## src/sv/assert_macros.svh

```systemverilog
// assertion macros shared by the slerp rtl
// depends on nothing; included by files that check their own logic
`ifndef ASSERT_MACROS_SVH
`define ASSERT_MACROS_SVH

// same-cycle implication, disabled while reset is low
`define ASSERT_IMPL(lbl, clk, rst_n, ante, cons, msg) \
    lbl: assert property (@(posedge clk) disable iff (!rst_n) (ante) |-> (cons)) \
        else $error(msg);

// next-cycle implication, disabled while reset is low
`define ASSERT_NEXT(lbl, clk, rst_n, ante, cons, msg) \
    lbl: assert property (@(posedge clk) disable iff (!rst_n) (ante) |=> (cons)) \
        else $error(msg);

`endif

```

## src/sv/qslerp_pkg.sv

```systemverilog
// shared constants, cell state types and the cordic angle table for the slerp unit
// depends on nothing
`timescale 1ns / 1ps
`default_nettype none

package qslerp_pkg;

    localparam int FRAC_BITS    = 14;
    localparam int ONE_Q        = 16384;
    localparam int SQRT_STEPS   = 15;
    localparam int CORDIC_STEPS = 16;
    localparam int DIV_STEPS    = 29;

    localparam logic [28:0] SQ_TOP   = 29'd268435456;
    localparam logic [33:0] CORDIC_K = 34'd652032874;

    // pipeline positions of the sideband delay line
    localparam int ST_SQRT0 = 3;
    localparam int ST_VEC0  = ST_SQRT0 + SQRT_STEPS;
    localparam int ST_TH    = ST_VEC0 + CORDIC_STEPS;
    localparam int ST_ROT0  = ST_TH + 1;
    localparam int ST_MAG   = ST_ROT0 + CORDIC_STEPS;
    localparam int ST_DIV0  = ST_MAG + 1;
    localparam int ST_PROD  = ST_DIV0 + DIV_STEPS;

    typedef struct packed {
        logic [28:0] rem;
        logic [29:0] res;
    } t_sqrt;

    typedef struct packed {
        logic signed [33:0] x;
        logic signed [33:0] y;
        logic signed [32:0] z;
    } t_cordic;

    typedef struct packed {
        logic [28:0] num;
        logic [14:0] rem;
        logic [28:0] quo;
    } t_div;

    typedef struct packed {
        logic [3:0][15:0] a;
        logic [3:0][16:0] b;
        logic [13:0]      t;
        logic             pass;
        logic             pass_b;
        logic             linear;
        logic [14:0]      c;
        logic [14:0]      s;
    } t_side;

    // atan(2^-i) in q30 radians
    function automatic logic [32:0] atan_q30(input logic [4:0] i);
        logic [32:0] v;
        unique case (i)
            5'd0:    v = 33'd843314857;
            5'd1:    v = 33'd497837830;
            5'd2:    v = 33'd263043837;
            5'd3:    v = 33'd133525159;
            5'd4:    v = 33'd67021687;
            5'd5:    v = 33'd33543516;
            5'd6:    v = 33'd16775851;
            5'd7:    v = 33'd8388437;
            5'd8:    v = 33'd4194283;
            5'd9:    v = 33'd2097149;
            5'd10:   v = 33'd1048576;
            5'd11:   v = 33'd524288;
            5'd12:   v = 33'd262144;
            5'd13:   v = 33'd131072;
            5'd14:   v = 33'd65536;
            5'd15:   v = 33'd32768;
            default: v = 33'd0;
        endcase
        return v;
    endfunction

endpackage

`default_nettype wire

```

## src/sv/qslerp_rot_cell.sv

```systemverilog
// one rotation cordic iteration, drives the residual angle toward zero
// depends on qslerp_pkg
`timescale 1ns / 1ps
`default_nettype none

module qslerp_rot_cell import qslerp_pkg::*; (
    input  wire logic       i_clk,
    input  wire logic       i_en,
    input  wire logic [4:0] i_step,
    input  wire t_cordic    i_d,
    output t_cordic         o_q
);

    logic signed [33:0] w_dx;
    logic signed [33:0] w_dy;
    logic signed [32:0] w_ang;
    t_cordic            n_q;
    t_cordic            r_q;

    assign w_dx  = $signed(i_d.y) >>> i_step;
    assign w_dy  = $signed(i_d.x) >>> i_step;
    assign w_ang = $signed(atan_q30(i_step));

    always_comb begin
        n_q = i_d;
        if (!i_d.z[32]) begin
            n_q.x = i_d.x - w_dx;
            n_q.y = i_d.y + w_dy;
            n_q.z = i_d.z - w_ang;
        end else begin
            n_q.x = i_d.x + w_dx;
            n_q.y = i_d.y - w_dy;
            n_q.z = i_d.z + w_ang;
        end
    end

    always_ff @(posedge i_clk) begin
        if (i_en) begin
            r_q <= n_q;
        end
    end

    assign o_q = r_q;

endmodule

`default_nettype wire

```

## config.mk

```make
export PLATFORM = sky130hd
export DESIGN_NAME = qslerp_rot_cell
export DESIGN_NICKNAME = d
export VERILOG_FILES = /design/src/sv/assert_macros.svh /design/src/sv/qslerp_pkg.sv /design/src/sv/qslerp_rot_cell.sv
export SDC_FILE = /design/constraint.sdc
export NUM_CORES = 1
export LEC_CHECK = 0
export BUFFER_PORTS_ARGS = -buffer_cell sky130_fd_sc_hd__buf_2
export CAP_MARGIN = 20
export CORE_MARGIN = 4
export CORE_UTILIZATION = 55
export CTS_CLUSTER_SIZE = 16
export DETAILED_ROUTE_END_ITERATION = 7
export PLACE_DENSITY = 0.85
export SLEW_MARGIN = 10
export SYNTH_ARGS = -nofsm -noshare
export SYNTH_HDL_FRONTEND = slang
export SYNTH_SLANG_ARGS = --single-unit
```

## constraint.sdc

```tcl
create_clock -name i_clk -period 6.6 [get_ports i_clk]
set_input_delay 0.33 -clock i_clk [delete_from_list [all_inputs] [get_ports i_clk]]
set_output_delay 0.33 -clock i_clk [all_outputs]
set_load 0.02 [all_outputs]
```

==> Flow_metrics.wiki <==
{| class="wikitable"
! Metric !! Value
|-
| CP Class || input pin to flip-flop
|-
| Overall global routing resource usage || 35.2%
|-
| Flip-flop and latch count after synthesis || 101
|-
| EDFF count, synth || 101
|-
| Y dimension of the die || 175 um
|-
| Post-detailed-route DRC marker count || 0
|-
| Data required time of the critical path || 6.72 ns
|-
| Setup violations, final || 0
|-
| Final critical-path setup slack || 0.420 ns
|-
| Cell with the largest stage delay on the worst path || buf_4
|-
| Detailed-route wire length || 55700 um
|-
| Combined area of all synthesized cells || 0.0153 mm^2
|-
| Buffers on Ports || 208
|-
| Highest fanout seen on the critical path || 40
|-
| Synthesized instance count || 1681
|-
| Std cell rows || 60
|-
| Post-DRT Antenna Nets || 0
|-
| Class of the worst hold path || input pin to flip-flop
|-
| Largest stage delay on the critical path || 0.54 ns
|-
| Root Buffer || clkbuf_16
|-
| Clock tree from TritonCTS || yes
|-
| Die outline area || 0.0305 mm^2
|-
| Share of post-route cells with drive strength above 1 || 23.5%
|-
| Syn Area/Cell || 9.09 um^2
|-
| Bufs on Longest Clock Path || 2
|-
| Remaining max-slew budget at the tightest pin || 24.6%
|-
| Placer Congestion || 1.06
|-
| Number of synthesis warnings || 0
|-
| Most frequent standard cell in the layout excluding fill and tap cells || buf_2
|-
| Avg Vias per Cell || 6.85
|-
| Highest ir drop seen on vdd || 0.128 mV
|-
| Antenna violations before repair || 2
|-
| Number of filler instances in the final layout || 2299
|-
| Maximum clock frequency || 162 MHz
|-
| # clock sinks || 101
|-
| Grt total ovfl || 0
|-
| H-tree levels || 3
|-
| Total Neg Setup Slack || 0 ns
|-
| Final cycle utilization of the critical path || 93.6%
|-
| Chip width || 175 um
|-
| Worst-path cell chain || buf_4 > buf_12 > buf_4 > mux4_2 > nand3_1 > o211ai_1 > a221oi_1 > ha_1 > inv_1 > or3b_4 > o41ai_1 > xor2_1 > ha_1 > a21oi_1 > nor2_1 > a211oi_1 > o21bai_1 > a21oi_1 > o21a_1 > o221ai_1 > o41ai_1 > xnor3_1
|-
| Via count || 15400
|-
| Area used by sequential logic in the layout || 0.00303 mm^2
|-
| Critical path startpoint category || input pin
|-
| Setup repair after global routing missed its margin || no
|-
| Synth Flop Type || edfxtp_1
|-
| Clock slew at reported path FFs || 0.08 ns
|-
| Post-Synthesis Net Count || 1899
|-
| Sequential cell area fraction in the yosys report || 19.8%
|-
| TritonCTS Buffers || 9
|-
| Count of routing violations after the opening detailed-route iteration || 1840
|-
| Worst endpoint data arrival time || 6.30 ns
|-
| Total core area || 0.0272 mm^2
|-
| First-pass GRT wire length || 85400 um
|-
| Post-cts gate resize count || 0
|-
| Minimum clock period || 6.18 ns
|-
| Startpoint of the worst hold path || i_d[0]
|-
| Placed wire-length estimate || 44100 um
|-
| Post-cts hold buffer count || 0
|-
| Number of failing hold endpoints at the final stage || 0
|-
| Critical Path End Type || flip-flop
|-
| Nets || 2095
|-
| Launching instance or port of the critical path || i_step[0]
|-
| Area of combinational cells with multiple inputs || 0.0115 mm^2
|-
| Routed length per placed instance || 24.7 um
|-
| Most used cells in the layout excluding fill and tap cells || buf_2, nor2_1, a21oi_1, nand2_1, xnor2_1
|-
| Power per Cell Area || 225 mW/mm^2
|-
| Layout area overhead || 11.8%
|-
| Initial core utilization || 56.2%
|-
| Number of violations of the max-capacitance limit || 0
|-
| Run status || complete, no violations
|-
| Number of flip-flops in the largest register || 101
|-
| Number of detailed-routing iterations run before antenna repair || 7
|-
| Leak Pwr || 7.15 nW
|-
| Number of distinct library cells after synthesis || 111
|-
| Vias in the first global route || 14800
|-
| Slew Limit Fails || 0
|-
| Worst-Margin Slew || 1.12 ns
|-
| Pre-CTS setup slack || 0.0891 ns
|-
| Maximum number of pins on one net before global-route repair || 57
|-
| Setup Buffers After CTS || 0
|-
| Number of primary I/O pins || 209
|-
| Fraction of synthesis flops using an asynchronous set or reset pin || 0%
|}
-- routing by layer --
metal  vias to the layer above  global-route usage [%]  part of all wire, %
met1                      7351                    46.0                   39
met5                         -                       0                0.025
met2                      1054                    57.3                   46
met4                         2                    13.7                  4.3
met3                       181                    7.72                   11
li1                       6861                       -                    -
-- Yosys cell counts (15+ instances only) --
cell type / number / area share, %
a21oi_1: 132 / 4.3
nor2_1: 132 / 3.2
nand2_1: 124 / 3.0
xnor2_1: 111 / 6.4
ha_1: 107 / 8.8
edfxtp_1: 101 / 20
o21ai_0: 88 / 2.9
mux4_2: 65 / 9.6
xor2_1: 63 / 3.6
mux2i_1: 51 / 3.3
a21o_1: 49 / 2.4
inv_1: 40 / 0.98
clkbuf_1: 37 / 0.91
a31oi_1: 35 / 1.4
mux2_2: 34 / 2.5
nand2b_1: 32 / 1.3
nand3_1: 29 / 0.95
and2_1: 25 / 1.0
nor3_1: 24 / 0.79
buf_2: 22 / 0.72
o21bai_1: 22 / 1.1
a211oi_1: 20 / 0.98
and3_1: 20 / 0.82
nand4_1: 19 / 0.78
nor2b_1: 16 / 0.65
o22ai_1: 16 / 0.65
o21a_1: 15 / 0.74
-- power by group --
| part | total, W | internal, W | switching (W) | leakage, nW |
|---|---|---|---|---|
| sequential | 0.00100 | 0.000963 | 0.0000396 | 0.989 |
| clock | 0.000540 | 0.000258 | 0.000281 | 0.129 |
| combinational | 0.00230 | 0.000913 | 0.00139 | 6.04 |
-- final timing paths --
kind	endpoint	cells past startpoint	slack, ns
setup / recovery	o_q[100]$_DFFE_PP_	22	0.42
hold / removal	o_q[0]$_DFFE_PP_	2	0.27
-- metrics by stage --
| stage | instance area [um^2] | total power [W] | hold slack [ns] | cells | utilization [%] |
|---|---|---|---|---|---|
| after CTS | 17100 | 0.00382 | 0.265 | 2253 | 62.8 |
| after global routing | 17100 | 0.00407 | 0.281 | 2253 | 62.8 |
| after floorplan | 15300 | 0.00262 | 0.442 | 1681 | - |
| after detailed placement | 16800 | 0.00327 | 0.636 | 2238 | 61.9 |
| after global placement | 16800 | 0.00322 | 0.631 | 2238 | 61.9 |
| final | 17100 | 0.00384 | 0.267 | 2254 | 62.9 |
-- layout make-up --
cell class	instances	area share, %
repair buffers	276	9.57
multi-input cells	1445	67.4
clock buffers	9	1.32
inverters	44	0.967
flip-flops and latches	101	17.8
diodes	1	0.0146
well taps	372	2.72
clock inverters	6	0.271
-- kinds of logic (layout without fill, tap and decap cells) --
logic type                 after synthesis  after routing  share of synthesized area (%)
muxes                                  159            159                           16.8
AOI/OAI and AO/OA                      522            522                           23.1
and+or+nand+nor                        479            479                           16.2
DFF                                    101            101                           19.8
other                                    0              1                              0
xor gates and xnor gates               175            175                           10.1
adders and majority gates              110            110                           9.15
buffers and inverters                  135            335                           4.88
-- worst max-delay path: cells and delay by family --
family	cells	cell delay, ns
AO/OA/AOI/OAI	10	2.54
buffers and inverters	4	1.01
XOR/XNOR	2	0.64
AND/OR/NAND/NOR	3	0.61
adder cells (fa/ha/maj)	2	0.61
multiplexers	1	0.54
Power figures use the tool's default switching activity.
