**config.mk**
```make
export PLATFORM = sky130hd
export DESIGN_NAME = qslerp_vec_cell
export DESIGN_NICKNAME = d
export VERILOG_FILES = /design/src/sv/assert_macros.svh /design/src/sv/qslerp_pkg.sv /design/src/sv/qslerp_vec_cell.sv
export SDC_FILE = /design/constraint.sdc
export NUM_CORES = 1
export LEC_CHECK = 0
export BUFFER_PORTS_ARGS = -buffer_cell sky130_fd_sc_hd__buf_2
export CORE_MARGIN = 2
export CORE_UTILIZATION = 40
export DETAILED_ROUTE_END_ITERATION = 7
export PLACE_DENSITY = 0.59
export SLEW_MARGIN = 25
export SYNTH_ARGS = -nofsm -noshare
export SYNTH_HDL_FRONTEND = slang
export SYNTH_SLANG_ARGS = --single-unit
```
**constraint.sdc**
```tcl
create_clock -name i_clk -period 7.5 [get_ports i_clk]
set_input_delay 0.375 -clock i_clk [delete_from_list [all_inputs] [get_ports i_clk]]
set_output_delay 0.375 -clock i_clk [all_outputs]
set_load 0.02 [all_outputs]
```
**src/sv/assert_macros.svh**
```systemverilog
// assertion macros shared by the slerp rtl
// depends on nothing; included by files that check their own logic
`ifndef ASSERT_MACROS_SVH
`define ASSERT_MACROS_SVH

// same-cycle implication, disabled while reset is low
`define ASSERT_IMPL(lbl, clk, rst_n, ante, cons, msg) \
    lbl: assert property (@(posedge clk) disable iff (!rst_n) (ante) |-> (cons)) \
        else $error(msg);

// next-cycle implication, disabled while reset is low
`define ASSERT_NEXT(lbl, clk, rst_n, ante, cons, msg) \
    lbl: assert property (@(posedge clk) disable iff (!rst_n) (ante) |=> (cons)) \
        else $error(msg);

`endif

```
**src/sv/qslerp_pkg.sv**
```systemverilog
// shared constants, cell state types and the cordic angle table for the slerp unit
// depends on nothing
`timescale 1ns / 1ps
`default_nettype none

package qslerp_pkg;

    localparam int FRAC_BITS    = 14;
    localparam int ONE_Q        = 16384;
    localparam int SQRT_STEPS   = 15;
    localparam int CORDIC_STEPS = 16;
    localparam int DIV_STEPS    = 29;

    localparam logic [28:0] SQ_TOP   = 29'd268435456;
    localparam logic [33:0] CORDIC_K = 34'd652032874;

    // pipeline positions of the sideband delay line
    localparam int ST_SQRT0 = 3;
    localparam int ST_VEC0  = ST_SQRT0 + SQRT_STEPS;
    localparam int ST_TH    = ST_VEC0 + CORDIC_STEPS;
    localparam int ST_ROT0  = ST_TH + 1;
    localparam int ST_MAG   = ST_ROT0 + CORDIC_STEPS;
    localparam int ST_DIV0  = ST_MAG + 1;
    localparam int ST_PROD  = ST_DIV0 + DIV_STEPS;

    typedef struct packed {
        logic [28:0] rem;
        logic [29:0] res;
    } t_sqrt;

    typedef struct packed {
        logic signed [33:0] x;
        logic signed [33:0] y;
        logic signed [32:0] z;
    } t_cordic;

    typedef struct packed {
        logic [28:0] num;
        logic [14:0] rem;
        logic [28:0] quo;
    } t_div;

    typedef struct packed {
        logic [3:0][15:0] a;
        logic [3:0][16:0] b;
        logic [13:0]      t;
        logic             pass;
        logic             pass_b;
        logic             linear;
        logic [14:0]      c;
        logic [14:0]      s;
    } t_side;

    // atan(2^-i) in q30 radians
    function automatic logic [32:0] atan_q30(input logic [4:0] i);
        logic [32:0] v;
        unique case (i)
            5'd0:    v = 33'd843314857;
            5'd1:    v = 33'd497837830;
            5'd2:    v = 33'd263043837;
            5'd3:    v = 33'd133525159;
            5'd4:    v = 33'd67021687;
            5'd5:    v = 33'd33543516;
            5'd6:    v = 33'd16775851;
            5'd7:    v = 33'd8388437;
            5'd8:    v = 33'd4194283;
            5'd9:    v = 33'd2097149;
            5'd10:   v = 33'd1048576;
            5'd11:   v = 33'd524288;
            5'd12:   v = 33'd262144;
            5'd13:   v = 33'd131072;
            5'd14:   v = 33'd65536;
            5'd15:   v = 33'd32768;
            default: v = 33'd0;
        endcase
        return v;
    endfunction

endpackage

`default_nettype wire

```
**src/sv/qslerp_vec_cell.sv**
```systemverilog
// one vectoring cordic iteration, drives y toward zero and sums the angle
// depends on qslerp_pkg
`timescale 1ns / 1ps
`default_nettype none

module qslerp_vec_cell import qslerp_pkg::*; (
    input  wire logic       i_clk,
    input  wire logic       i_en,
    input  wire logic [4:0] i_step,
    input  wire t_cordic    i_d,
    output t_cordic         o_q
);

    logic signed [33:0] w_dx;
    logic signed [33:0] w_dy;
    logic signed [32:0] w_ang;
    t_cordic            n_q;
    t_cordic            r_q;

    assign w_dx  = $signed(i_d.y) >>> i_step;
    assign w_dy  = $signed(i_d.x) >>> i_step;
    assign w_ang = $signed(atan_q30(i_step));

    always_comb begin
        n_q = i_d;
        if (!i_d.y[33]) begin
            n_q.x = i_d.x + w_dx;
            n_q.y = i_d.y - w_dy;
            n_q.z = i_d.z + w_ang;
        end else begin
            n_q.x = i_d.x - w_dx;
            n_q.y = i_d.y + w_dy;
            n_q.z = i_d.z - w_ang;
        end
    end

    always_ff @(posedge i_clk) begin
        if (i_en) begin
            r_q <= n_q;
        end
    end

    assign o_q = r_q;

endmodule

`default_nettype wire

```
==> results of run 1 <==
==> synthesized netlist by cell type, drive strengths merged, types with 8 or more instances <==
| cell type | number |
|---|---|
| a21oi | 156 |
| nor2 | 148 |
| nand2 | 129 |
| ha | 107 |
| edfxtp | 101 |
| xnor2 | 93 |
| o21ai | 87 |
| mux4 | 75 |
| mux2i | 73 |
| xor2 | 67 |
| buf | 58 |
| a21o | 51 |
| inv | 47 |
| nand3 | 47 |
| clkbuf | 43 |
| nor3 | 41 |
| o21a | 33 |
| mux2 | 27 |
| and2 | 25 |
| a211oi | 24 |
| o22ai | 24 |
| a31oi | 22 |
| nand2b | 22 |
| nor2b | 22 |
| o21bai | 17 |
| a22oi | 16 |
| and3 | 14 |
| o211ai | 13 |
| a211o | 11 |
| or2 | 11 |
| a21boi | 9 |
| nor3b | 9 |
| o221ai | 9 |
| o31ai | 9 |
| o32ai | 9 |
| nand4 | 8 |
==> per-layer routing <==
metal	up-vias	share of wire, %	GRT usage (%)	wire length, µm
met2	738	44	48.20	28140
met4	0	4.0	13.28	2555
met3	127	8.0	6.201	5066
li1	7106	-	-	-
met1	7534	44	42.30	27700
met5	-	0	0	0
==> logic make-up (layout without fill, tap and decap cells) <==
family                   Yosys count  count (layout)  share of synthesized area (%)
AND/OR/NAND/NOR                  508             508                          15.98
multiplexers                     175             175                          17.98
adder cells (fa/ha/maj)          110             110                          9.046
flip-flops                       101             101                          19.61
AO/OA/AOI/OAI                    556             556                          23.82
buffers and inverters            149             338                          4.499
other                              0               1                              0
XOR/XNOR                         160             160                          9.062
==> through the flow <==
step | hold WS, ps | setup slack, ps | total power, mW
6_report | 311.6 | 845.4 | 3.382
5_1_grt | 310.7 | 415.8 | 3.586
4_1_cts | 299.3 | 1001 | 3.381
3_5_place_dp | 726.0 | 576.9 | 2.856
3_3_place_gp | 727.8 | 757.9 | 2.847
2_1_floorplan | 487.5 | 1678 | 2.251
==> final cells by class <==
cell class,count,area (µm²)
flip-flops and latches,101,3033
repair buffers,274,1560
fillers,3875,20920
well taps,518,648.1
multi-input cells,1509,11740
clock inverters,6,70.07
inverters,48,180.2
clock buffers,10,229.0
diodes,1,2.502
==> worst paths after layout <==
| kind | depth (start not counted) | from | end | slack (ps) |
|---|---|---|---|---|
| worst max-delay path | 22 | i_step[1] | o_q[99]$_DFFE_PP_ | 850 |
| worst min-delay path | 2 | i_d[33] | o_q[33]$_DFFE_PP_ | 310 |
==> power breakdown <==
part	internal (mW)	switching [mW]	leakage, nW
Combinational	0.774	1.23	6.17
Clock	0.261	0.244	0.141
Sequential	0.840	0.0341	0.989
Total	1.88	1.51	7.30
==> metrics.txt, run 1 <==
outcome=finished clean; antenna violations before repair=1; total track usage=31.11%; Syn-to-layout area delta=12.91%; placed cell area=17,160 µm²; final setup fails=0; Slew Limit Fails=0; remaining design rule violation count=0; clk slew on worst S/H paths=80 ps; H-tree Lvls=3; vias=15,510; fin area=17,460 µm²; top post-synthesis cells by area=edfxtp_1 20%, mux4_2 8.7%, ha_1 8.7%, xnor2_1 5.3%, a21oi_1 5.0%; Syn Std Cell Area=15,460 µm²; period utilization=88.73%; row count=72; cts bufs inserted=9; Starting Density=40.29%; synthesized flop and latch total=101; area leader, netlist=edfxtp_1; Final min period=6655 ps; cell chain of the critical path=buf_2, buf_4, buf_4, mux4_2, mux2i_1, o22ai_1, nor3_1, and3_1, and3_1, nor2b_1, nor2b_1, a21oi_1, xor2_1, ha_1, nand4_1, a2111oi_0, o21ai_0, o311ai_0, o211ai_1, o211ai_1, or4_1, nand3_1; worst relative slew slack=23.52%; Post-Route WL=63,460 µm; slowest cell on the critical path=buf_2; Warnings, synthesis=0; DR iter-0 viols=1,474; commonest non-fill, non-tap cell in the layout=buf_2; gr ovfl total=0; Die ar.=40,250 µm²; detailed-route wire length per cell=25.72 µm; MaxCap Viol Count=0; Top-Level Pins=209; CP endpoint kind=flop; post-DP HPWL=49,810 µm; most frequent cells in the layout=205 x buf_2, 153 x a21oi_1, 147 x nor2_1, 128 x nand2_1, 107 x ha_1; ys flop type=edfxtp_1; Die Span Y=200.6 µm; dpl cells=2,450; final core occ=45.50%; P per Cell Area=193.7 nW/µm²; first-pass detailed-route iteration total=5; critical path's top delay family=compound AO/OA/AOI/OAI gates; Crit path required time=7650 ps; Max Clock Freq=0.1503 GHz; Cells after Synth=1,759; Post-synth ARST share=0%; crit path kind=in -> reg; routability cong.=1.006; Worst Max-Slew Pin Slew=1143 ps; share of the synthesized area in the top cell type=19.61%; number of synthesized flops with an enable pin=101; Post-Layout Cell Count=2,467; cts repair resizes=0; Hold Buf Count CTS=0; IO Port Bufs=208; Post-CTS Setup Inserts=0; number of flip-flops in the largest register=101; largest net degree at the start of global routing=58; total negative slack=0 ps; Clock Path Buffers=2; Worst Path Arrival=6800 ps; layout cells sized above 1=20.89%; CP bufs+invs=3; Final nets=2,161; critical path peak fanout=30; P_leak=7.296 nW; register area share after synthesis=19.61%; syn nets=1,977; clock tree sinks=101; Worst IR Drop VDD=0.1342 mV; RSZ-0062 raised after global routing=no; Core ar.=38,380 µm²; Hold Vio Cnt, Final=0; first-pass GRT wire length=95,190 µm; Avg Inst Size Synth=8.791 µm²; Unique masters post-synth=88; vias in the first global route=15,030; Worst path max stage delay=610 ps; Vias/cell=6.285; Worst Hold Class=in -> reg; Worst setup SP type=input pin; die width=200.6 µm; root buffer cell=clkbuf_16; CTS tree=yes; Routed Antenna Nets=0
Note: power is estimated with default switching activity, not from simulation.
==> run 2, diff against run 1 <==
==> constraint.sdc (replaced) <==
create_clock -name i_clk -period 8.55 [get_ports i_clk]
set_input_delay 0.4275 -clock i_clk [delete_from_list [all_inputs] [get_ports i_clk]]
set_output_delay 0.4275 -clock i_clk [all_outputs]
set_load 0.02 [all_outputs]
==> run 2 against run 1 <==
Net effect:
- sequential share of layout area grew 0.31 points
- worst hold slack improved by 36 ps
- total power shrank 14%
- cell count is 1.7% lower
- largest cell class unchanged
- highest routed layer is now met5
==> metrics.txt, run 2 (synthesis gave the netlist of run 1 again) <==
clk slew on worst S/H paths=80 ps; total track usage=28.98%; Flop pwr share=26.4%; total negative slack=0 ps; first-pass detailed-route iteration total=6; DP Worst Slack=1046 ps; Post-Layout Cell Count=2,426; Worst Max-Slew Pin Slew=1093 ps; vias in the first global route=14,940; Routed Antenna Nets=0; remaining design rule violation count=0; placed cell area=16,850 µm²; vias=15,320; routability cong.=0.9977; crit path kind=in -> reg; commonest non-fill, non-tap cell in the layout=buf_2; worst hold slack=347.7 ps; Hold Path Stages=2; CP endpoint kind=flop; Post-CTS Setup Inserts=0; Worst setup SP type=input pin; period utilization=83.49%; fin area=17,160 µm²; most frequent cells in the layout=205 x buf_2, 153 x a21oi_1, 148 x nor2_1, 128 x nand2_1, 107 x ha_1; die width=200.6 µm; min-delay src=i_d[33]; Vias/cell=6.314; outcome=finished clean; combinational share of power=58.7%; Final nets=2,120; IO Port Bufs=208; dpl cells=2,409; DR iter-0 viols=1,407; first-pass GRT wire length=90,000 µm; RSZ-0062 raised after global routing=no; Final WS setup=1412 ps; Critical path origin=i_step[0]; Max Clock Freq=0.1401 GHz; Starting Density=40.29%; MaxCap Viol Count=0; Crit path required time=8700 ps; layout cells sized above 1=19.20%; CTS tree=yes; Top-Level Pins=209; Die Span Y=200.6 µm; P per Cell Area=168.9 nW/µm²; Core ar.=38,380 µm²; clock tree sinks=101; Die ar.=40,250 µm²; post-DP HPWL=46,010 µm; Hold Vio Cnt, Final=0; H-tree Lvls=3; root buffer cell=clkbuf_16; Clock Path Buffers=2; detailed-route wire length per cell=24.31 µm; final setup fails=0; internal power=1.621 mW; Final min period=7138 ps; Worst IR Drop VDD=0.1134 mV; cts repair resizes=0; row count=72; cts bufs inserted=9; antenna violations before repair=6; Clk pwr share=14.9%; Worst Path Arrival=7290 ps; switch share=44.05%; Sw Pwr=1.276 mW; Worst Hold Class=in -> reg; worst relative slew slack=26.83%; gr ovfl total=0; number of flip-flops in the largest register=101; hold endpoint=o_q[33]$_DFFE_PP_; critical path peak fanout=90; Post-Route WL=58,980 µm; Hold Buf Count CTS=0; Slew Limit Fails=0; largest net degree at the start of global routing=91; Syn-to-layout area delta=10.95%; P_leak=7.095 nW
## run 2: metrics by stage
step                power (mW)  utilization (%)
finish                   2.898            44.71
global route             3.089            44.71
floorplan                1.975                -
global placement         2.445            43.92
CTS                      2.902            44.69
detailed placement       2.452            43.92
## run 2: area by class of cell
| class | count | area [µm²] |
|---|---|---|
| antenna | 2 | 5.005 |
| clock buffer | 9 | 225.2 |
| clock inverter | 6 | 71.32 |
| fill | 3854 | 21220 |
| inverter | 48 | 180.2 |
| multi-input combinational | 1509 | 11740 |
| sequential | 101 | 3033 |
| tap | 518 | 648.1 |
| timing repair buffer | 233 | 1252 |
## run 2: power groups by stage
stage          clock network, mW  logic [mW]  registers [mW]
4_1_cts                    0.449        1.68           0.770
6_report                   0.431        1.70           0.766
3_3_place_gp                   0        1.67           0.776
2_1_floorplan                  0        1.02           0.958
5_1_grt                    0.463        1.84           0.782
3_5_place_dp                   0        1.67           0.778
## run 2: routing by layer
| layer | wire [µm] | global-route usage (%) |
|---|---|---|
| met2 | 25950 | 45.18 |
| met4 | 2761 | 13.76 |
| met3 | 5232 | 6.136 |
| met5 | 50 | 0 |
| met1 | 24980 | 38.39 |
## run 2: worst max-delay path by stage
| stage | endpoint | slack, ps |
|---|---|---|
| global placement | o_q[99]$_DFFE_PP_ | 1230 |
| finish | o_q[99]$_DFFE_PP_ | 1410 |
| global route | o_q[99]$_DFFE_PP_ | 520 |
| floorplan | o_q[65]$_DFFE_PP_ | 2680 |
| CTS | o_q[99]$_DFFE_PP_ | 1470 |
| detailed placement | o_q[99]$_DFFE_PP_ | 1050 |
## run 2: critical path, stage by stage
cell	delay [ps]
buf_6	710
buf_4	610
mux4_1	660
a22oi_1	280
o31ai_1	120
nor3_1	450
ha_1	310
and3_1	220
nor2b_1	230
nor2b_1	260
a21oi_1	120
xor2_1	180
ha_1	410
nand4_1	140
a2111oi_0	630
o21ai_0	180
buf_4	190
o311ai_0	340
o211ai_1	220
o211ai_1	310
or4_1	160
nand3_1	60
