$ cat src/sv/assert_macros.svh
// assertion macros shared by the slerp rtl
// depends on nothing; included by files that check their own logic
`ifndef ASSERT_MACROS_SVH
`define ASSERT_MACROS_SVH

// same-cycle implication, disabled while reset is low
`define ASSERT_IMPL(lbl, clk, rst_n, ante, cons, msg) \
    lbl: assert property (@(posedge clk) disable iff (!rst_n) (ante) |-> (cons)) \
        else $error(msg);

// next-cycle implication, disabled while reset is low
`define ASSERT_NEXT(lbl, clk, rst_n, ante, cons, msg) \
    lbl: assert property (@(posedge clk) disable iff (!rst_n) (ante) |=> (cons)) \
        else $error(msg);

`endif

$ cat src/sv/qslerp_pkg.sv
// shared constants, cell state types and the cordic angle table for the slerp unit
// depends on nothing
`timescale 1ns / 1ps
`default_nettype none

package qslerp_pkg;

    localparam int FRAC_BITS    = 14;
    localparam int ONE_Q        = 16384;
    localparam int SQRT_STEPS   = 15;
    localparam int CORDIC_STEPS = 16;
    localparam int DIV_STEPS    = 29;

    localparam logic [28:0] SQ_TOP   = 29'd268435456;
    localparam logic [33:0] CORDIC_K = 34'd652032874;

    // pipeline positions of the sideband delay line
    localparam int ST_SQRT0 = 3;
    localparam int ST_VEC0  = ST_SQRT0 + SQRT_STEPS;
    localparam int ST_TH    = ST_VEC0 + CORDIC_STEPS;
    localparam int ST_ROT0  = ST_TH + 1;
    localparam int ST_MAG   = ST_ROT0 + CORDIC_STEPS;
    localparam int ST_DIV0  = ST_MAG + 1;
    localparam int ST_PROD  = ST_DIV0 + DIV_STEPS;

    typedef struct packed {
        logic [28:0] rem;
        logic [29:0] res;
    } t_sqrt;

    typedef struct packed {
        logic signed [33:0] x;
        logic signed [33:0] y;
        logic signed [32:0] z;
    } t_cordic;

    typedef struct packed {
        logic [28:0] num;
        logic [14:0] rem;
        logic [28:0] quo;
    } t_div;

    typedef struct packed {
        logic [3:0][15:0] a;
        logic [3:0][16:0] b;
        logic [13:0]      t;
        logic             pass;
        logic             pass_b;
        logic             linear;
        logic [14:0]      c;
        logic [14:0]      s;
    } t_side;

    // atan(2^-i) in q30 radians
    function automatic logic [32:0] atan_q30(input logic [4:0] i);
        logic [32:0] v;
        unique case (i)
            5'd0:    v = 33'd843314857;
            5'd1:    v = 33'd497837830;
            5'd2:    v = 33'd263043837;
            5'd3:    v = 33'd133525159;
            5'd4:    v = 33'd67021687;
            5'd5:    v = 33'd33543516;
            5'd6:    v = 33'd16775851;
            5'd7:    v = 33'd8388437;
            5'd8:    v = 33'd4194283;
            5'd9:    v = 33'd2097149;
            5'd10:   v = 33'd1048576;
            5'd11:   v = 33'd524288;
            5'd12:   v = 33'd262144;
            5'd13:   v = 33'd131072;
            5'd14:   v = 33'd65536;
            5'd15:   v = 33'd32768;
            default: v = 33'd0;
        endcase
        return v;
    endfunction

endpackage

`default_nettype wire

$ cat src/sv/qslerp_div_cell.sv
// one restoring division step: one quotient bit per cell, msb first
// depends on qslerp_pkg
`timescale 1ns / 1ps
`default_nettype none

module qslerp_div_cell import qslerp_pkg::*; (
    input  wire logic        i_clk,
    input  wire logic        i_en,
    input  wire logic [14:0] i_div,
    input  wire t_div        i_d,
    output t_div             o_q
);

    logic [15:0] w_rem2;
    logic        w_ge;
    t_div        n_q;
    t_div        r_q;

    assign w_rem2 = {i_d.rem, i_d.num[28]};
    assign w_ge   = w_rem2 >= {1'b0, i_div};

    always_comb begin
        n_q.num = {i_d.num[27:0], 1'b0};
        n_q.rem = w_ge ? 15'(w_rem2 - {1'b0, i_div}) : w_rem2[14:0];
        n_q.quo = {i_d.quo[27:0], w_ge};
    end

    always_ff @(posedge i_clk) begin
        if (i_en) begin
            r_q <= n_q;
        end
    end

    assign o_q = r_q;

endmodule

`default_nettype wire

$ cat config.mk
export PLATFORM = sky130hd
export DESIGN_NAME = qslerp_div_cell
export DESIGN_NICKNAME = d
export VERILOG_FILES = /design/src/sv/assert_macros.svh /design/src/sv/qslerp_pkg.sv /design/src/sv/qslerp_div_cell.sv
export SDC_FILE = /design/constraint.sdc
export NUM_CORES = 1
export LEC_CHECK = 0
export BUFFER_PORTS_ARGS = -buffer_cell sky130_fd_sc_hd__buf_2
export CAP_MARGIN = 20
export CELL_PAD_IN_SITES_DETAIL_PLACEMENT = 1
export CELL_PAD_IN_SITES_GLOBAL_PLACEMENT = 1
export CORE_MARGIN = 3
export CORE_UTILIZATION = 35
export CTS_CLUSTER_SIZE = 30
export DETAILED_ROUTE_END_ITERATION = 7
export PLACE_DENSITY = 0.8
export REMOVE_ABC_BUFFERS = 1
export SLEW_MARGIN = 20
export SYNTH_ARGS = -nofsm -noshare
export SYNTH_HDL_FRONTEND = slang
export SYNTH_SLANG_ARGS = --single-unit
$ cat constraint.sdc
create_clock -name i_clk -period 2.5 [get_ports i_clk]
set_input_delay 0.125 -clock i_clk [delete_from_list [all_inputs] [get_ports i_clk]]
set_output_delay 0.125 -clock i_clk [all_outputs]
set_load 0.005 [all_outputs]
==> out/results.tsv, run 1 <==
stage	metric	value	unit
status	outcome	finished clean	
floorplanning	Rows	34	
setup_path	CP startpoint kind	input port	
synthesis	Post-synth ARST share	0	%
finish	post-layout net count	551	
placement	dpl cell area	4200	um2
placement	GPL Wtd Cong	0.824	
routing	Detail Route Antenna Nets	0	
global_route	global-route wire length before repair	17700	um
sta	Slew Limit Fails	0	
synthesis	Synth Instances	215	
finish	n_diodes	0	
synthesis	sequential-to-total area share from yosys stat	66.7	%
routing	wire length per cell	22.6	um
setup_path	Worst Path Max Fanout	8	
sta	setup TNS	0	ns
finish	non-filler cells in the finished layout	558	
floorplanning	starting density of the core	36.6	%
setup_path	CP Data Required Time	2.60	ns
synthesis	largest area contributor in the netlist	edfxtp_1	
synthesis	Synth Cell Area	3240	um2
pwr	pwr dens	647	nW/um2
sta	final hold vios	0	
synthesis	Area contributors post-synth	edfxtp_1 (67%), ha_1 (5.8%), mux2_4 (2.8%)	
clock_tree	clk slew on worst S/H paths	0.08	ns
sta	slew margin rel.	59.9	%
global_route	met2 Track Usage GR	40.3	%
clock_tree	TritonCTS clock tree	yes	
synthesis	#FFs+latches synth	72	
floorplanning	die width	102	um
synthesis	Post-synth EDFFs	72	
global_route	met3 GRT Util	6.96	%
job	max cap viols	0	
routing	vias per std cell	4.92	
clock_tree	H-tree depth reported by CTS	3	
global_route	grt ovf	0	
floorplanning	die area	10500	um2
sta	Worst-Margin Slew	0.599	ns
synthesis	Yosys warning count	0	
pwr	leakage	2.22	nW
global_route	vias in the first global route	2918	
global_route	largest net degree at the start of global routing	73	
setup_path	Setup CP Type	in2reg	
sta	PnR worst setup slack	0.277	ns
sta	Final period util	88.9	%
finish	area added between synthesis and finish	53.7	%
placement	dpl hpwl	7450	um
routing	vias	2743	
synthesis	most common cell in the netlist	edfxtp_1	
sta	RSZ-0062 raised after global routing	false	
clock_tree	Sink Count	72	
sta	Peak Freq	450	MHz
synthesis	Distinct cells, synth	41	
hold_path	Min-Delay Path Class	in2reg	
pwr	Max VDD drop	0.331	mV
sta	Min Hold Slack	0.0867	ns
placement	dpl cells	486	
placement	dpl ws	-0.0153	ns
floorplanning	core area	8850	um2
synthesis	top cells by count, synth	edfxtp_1 (72), inv_1 (19), ha_1 (15), nand2_1 (13), nor2_1 (9)	
floorplanning	io pins	163	
clock_tree	clock root cell	clkbuf_8	
synthesis	Mean Syn Cell Area	15.1	um2
global_route	busiest layer in global routing	met2	
finish	max reg flops	72	
finish	layout cell share with drive strength beyond 1	44.7	%
sta	final setup vio count	0	
routing	final wirelength	12600	um
global_route	antenna violations before repair	0	
setup_path	Crit. End Element	register	
clock_tree	# Post-CTS Setup Buffers	0	
finish	fin area	4980	um2
setup_path	arrival time worst endpoint	2.32	ns
global_route	met1 Resource Use GR	27.7	%
sta	Final min period	2.22	ns
clock_tree	Num CTS Buffers	9	
routing	drt first pass iters	7	
floorplanning	Die Ht	102	um
routing	initial drt markers	183	
clock_tree	Longest Clk Path Bufs	2	
placement	Port Buffers	160	
synthesis	Yosys top cell area share	66.7	%
global_route	GRT Resource Usage Total	23.6	%
synthesis	Synth Flop Type	edfxtp_1	
routing	Residual DRC	0	
==> power by group <==
group	switching [mW]	total, mW	internal, mW	leakage, nW
Clock	0.489	1.06	0.568	0.103
Sequential	0.0421	1.51	1.47	0.705
Combinational	0.316	0.657	0.341	1.41
==> final timing paths <==
kind | to | cells after the start | startpoint
worst min-delay path | o_q[36]$_DFFE_PP_ | 2 | i_d[35]
worst max-delay path | o_q[43]$_DFFE_PP_ | 11 | i_d[72]
==> per-stage QoR <==
stage               total power, mW  util, %
CTS                            3.17     56.3
global placement               2.05     47.5
floorplan                      1.79        -
finish                         3.22     56.3
global route                   3.35     56.3
detailed placement             2.08     47.5
==> worst max-delay path, cell delays in order <==
cell,delay (ns)
buf_2,0.08
inv_1,0.05
ha_1,0.22
fa_1,0.41
nand2b_1,0.18
a21oi_1,0.23
o221ai_1,0.16
o2111ai_1,0.09
a311o_1,0.21
buf_4,0.21
mux2_2,0.36
==> final cells by class <==
type | count | area [um2]
clock buffers | 10 | 128
clock inverters | 6 | 92.6
fillers | 942 | 3870
inverters | 19 | 71.3
multi-input cells | 118 | 950
flip-flops and latches | 72 | 2160
well taps | 108 | 135
repair buffers | 225 | 1440
==> placed cells by master, fill, tap and decap left out, types with 2 or more instances in the layout <==
cell	n
a21oi_1	6
xnor2_1	7
ha_1	15
o21a_1	4
edfxtp_1	72
buf_2	160
a21oi_4	2
nor2_1	9
o311a_1	2
o21ai_1	3
nand2_1	13
a31oi_1	2
dlygate4sd3_1	56
mux2_4	6
clkbuf_8	9
bufinv_16	2
o21ai_0	6
mux2i_1	3
nand2b_1	4
a211oi_1	3
clkinvlp_4	2
nand4b_1	2
buf_4	8
nor2b_1	2
nand4_1	3
xor2_1	2
inv_1	19
mux2_2	6
nand3_1	4
==> logic make-up after synthesis <==
| family | share of synthesized area [%] |
|---|---|
| simple gates | 5.79 |
| xor+xnor | 2.43 |
| mux | 5.79 |
| flops | 66.7 |
| buf+inv | 3.98 |
| other cells | 0.116 |
| compound gates | 8.76 |
| fa+ha+maj | 6.41 |
==> routing by layer <==
layer / vias up / share of wire (%) / wire length, um
li1: 1266 / - / -
met1: 1301 / 40 / 5000
met2: 148 / 49 / 6140
met3: 26 / 8.3 / 1040
met4: 2 / 3.3 / 412
met5: - / 0.040 / 5
==> timing repair <==
| action | in CTS | in global routing |
|---|---|---|
| hold buffers | 56 | 0 |
| hold endpoints to repair | 56 | 0 |
| resized for setup | 0 | 0 |
Note: power is estimated with default switching activity, not from simulation.
==> run 2: changes to the inputs <==
--- a/config.mk
+++ b/config.mk
@@ -5,6 +5,7 @@
 export SDC_FILE = /design/constraint.sdc
 export NUM_CORES = 1
 export LEC_CHECK = 0
+export ABC_CLOCK_PERIOD_IN_PS = 2300
 export BUFFER_PORTS_ARGS = -buffer_cell sky130_fd_sc_hd__buf_2
 export CAP_MARGIN = 20
 export CELL_PAD_IN_SITES_DETAIL_PLACEMENT = 1
@@ -14,7 +15,6 @@
 export CTS_CLUSTER_SIZE = 30
 export DETAILED_ROUTE_END_ITERATION = 7
 export PLACE_DENSITY = 0.8
-export REMOVE_ABC_BUFFERS = 1
 export SLEW_MARGIN = 20
 export SYNTH_ARGS = -nofsm -noshare
 export SYNTH_HDL_FRONTEND = slang
==> constraint.sdc (replaced) <==
create_clock -name i_clk -period 2.3 [get_ports i_clk]
set_input_delay 0.115 -clock i_clk [delete_from_list [all_inputs] [get_ports i_clk]]
set_output_delay 0.115 -clock i_clk [all_outputs]
set_load 0.005 [all_outputs]
==> out/results.tsv, run 2 (synthesis results as in run 1) <==
stage	metric	value	unit	change
sta	Final period util	92.9	%	
clock_tree	clk slew on worst S/H paths	0.09	ns	about the same
hold_path	Min-Delay Path Class	in2reg		
pwr	power share of the clock group	32.8	%	about the same
setup_path	Worst Path Max Fanout	8		unchanged
finish	fin area	5070	um2	+1.9%
finish	most frequent cells in the layout	buf_2 (160), edfxtp_1 (72), dlygate4sd3_1 (56)		
sta	final setup vio count	0		unchanged
pwr	Max VDD drop	0.282	mV	-15%
global_route	antenna violations before repair	1		+1
floorplanning	die width	102	um	unchanged
hold_path	hold endpoint	o_q[31]$_DFFE_PP_		
status	outcome	finished clean		
clock_tree	Longest Clk Path Bufs	2		unchanged
finish	max reg flops	72		unchanged
routing	initial drt markers	191		+4.4%
job	max cap viols	0		unchanged
pwr	switching part of the total	27.1	%	+0.80 points
pwr	NetSw	0.968	mW	+14%
pwr	Gate power share	21.3	%	+0.9 points
placement	GPL Wtd Cong	0.834		+1.2%
global_route	vias in the first global route	3052		+4.6%
pwr	pwr dens	704	nW/um2	+8.9%
pwr	Power, Total	3.57	mW	+11%
clock_tree	H-tree depth reported by CTS	3		unchanged
finish	layout cell share with drive strength beyond 1	46.1	%	+1.4 points
clock_tree	clock root cell	clkbuf_8		
sta	slew margin rel.	65.1	%	+5.2 points
routing	vias	2896		+5.6%
clock_tree	# Post-CTS Setup Buffers	0		unchanged
routing	Detail Route Antenna Nets	0		unchanged
finish	most common cell after layout, fill and taps aside	buf_2		
sta	RSZ-0062 raised after global routing	false		
placement	dpl hpwl	7370	um	-1.1%
finish	fin util	57.3	%	+1.0 points
setup_path	slowest library cell on the worst path	fa_1		
sta	Slew Limit Fails	0		unchanged
setup_path	worst path cell trace	buf_2, inv_1, ha_1, fa_1, nand2b_1, a21oi_1, o221ai_1, o2111ai_1, a311o_1, buf_4, mux2_2		
global_route	GRT Resource Usage Total	24.3	%	+0.66 points
finish	post-layout net count	563		+2.2%
global_route	global-route wire length before repair	18400	um	+4.3%
routing	drt first pass iters	5		-2
pwr	leakage	2.27	nW	+2.6%
floorplanning	core area	8850	um2	unchanged
routing	final wirelength	13100	um	+4.0%
placement	dpl ws	-0.150	ns	-0.135 ns
placement	Port Buffers	160		unchanged
synthesis	Syn Nets	321		
routing	Residual DRC	0		unchanged
setup_path	CP Data Required Time	2.41	ns	-0.19 ns
floorplanning	Die Ht	102	um	unchanged
routing	wire length per cell	23.0	um	+1.7%
setup_path	arrival time worst endpoint	2.24	ns	-0.08 ns
sta	PnR worst setup slack	0.164	ns	-0.113 ns
hold_path	min-delay src	i_d[30]		
floorplanning	Rows	34		unchanged
setup_path	Setup CP Type	in2reg		
finish	Filler Cell Count	940		-0.21%
setup_path	Crit. End Element	register		
floorplanning	die area	10500	um2	unchanged
floorplanning	starting density of the core	36.6	%	unchanged
setup_path	CP max stage delay	0.39	ns	-0.02 ns
pwr	internal power	2.60	mW	+9.7%
sta	Worst-Margin Slew	0.518	ns	-0.0806 ns
clock_tree	Num CTS Buffers	9		unchanged
sta	Min Hold Slack	0.0881	ns	+0.00145 ns
clock_tree	TritonCTS clock tree	yes		
pwr	Seq pwr share	45.9	%	-0.9 points
routing	vias per std cell	5.07		+3.2%
floorplanning	io pins	163		unchanged
sta	Final min period	2.14	ns	
finish	area added between synthesis and finish	56.5	%	
clock_tree	Sink Count	72		unchanged
setup_path	CP startpoint kind	input port		
sta	Peak Freq	468	MHz	
placement	dpl cell area	4290	um2	+2.1%
global_route	largest net degree at the start of global routing	73		unchanged
hold_path	Cells on Worst Hold Path	2		unchanged
sta	final hold vios	0		unchanged
setup_path	Critical path origin	i_d[72]		
global_route	grt ovf	0		unchanged
[run 2: cell count changes in the layout (fill, tap and decap cells not counted)]
| cell | delta |
|---|---|
| diode_2 | +1 |
| buf_4 | +12 |
[run 2: what timing repair did]
action	4_1_cts	5_1_grt
gates resized for setup	0	0
endpoints found under the hold margin	56	0
hold buffers	56	0
[run 2: layout make-up]
cell class	count	area (um2)	share of cell area, %
Antenna cell	1	2.50	0.0493
Clock buffer	10	128	2.52
Clock inverter	6	92.6	1.83
Inverter	19	71.3	1.41
Multi-Input combinational cell	118	950	18.7
Sequential cell	72	2160	42.6
Tap cell	108	135	2.66
Timing Repair Buffer	237	1530	30.2
[run 2: worst max-delay path by stage]
stage | endpoint | slack (ns) | cells past startpoint
floorplan | o_q[36]$_DFFE_PP_ | 0.01 | 11
global placement | o_q[35]$_DFFE_PP_ | -0.1 | 11
detailed placement | o_q[33]$_DFFE_PP_ | -0.15 | 11
CTS | o_q[43]$_DFFE_PP_ | 0.19 | 11
global route | o_q[35]$_DFFE_PP_ | 0.05 | 11
finish | o_q[35]$_DFFE_PP_ | 0.16 | 11
[run 2: critical path: cells and delay by family]
kind	cells	cell delay, ns
buffers and inverters	3	0.33
and+or+nand+nor	1	0.18
AOI/OAI and AO/OA	4	0.63
adders and majority gates	2	0.60
muxes	1	0.36
[run 2: stage by stage]
step | cells | TNS (ns)
after floorplan | 215 | 0
after global placement | 498 | -0.909
after detailed placement | 498 | -1.56
after CTS | 570 | 0
after global routing | 571 | 0
final | 571 | 0
[run 2: per-layer routing]
layer / vias up / GRT usage, % / part of all wire, %
met5: - / 0 / 0
met4: 0 / 8.27 / 1.7
met3: 22 / 6.48 / 8.6
met2: 148 / 43.1 / 51
met1: 1439 / 28.4 / 39
li1: 1287 / - / -
[run 2: power by group through the flow]
stage	logic [mW]	registers, mW	clock network, mW
global placement	0.608	1.65	0
floorplan	0.285	1.67	0
detailed placement	0.637	1.65	0
CTS	0.722	1.62	1.13
finish	0.759	1.64	1.17
global route	0.812	1.65	1.25
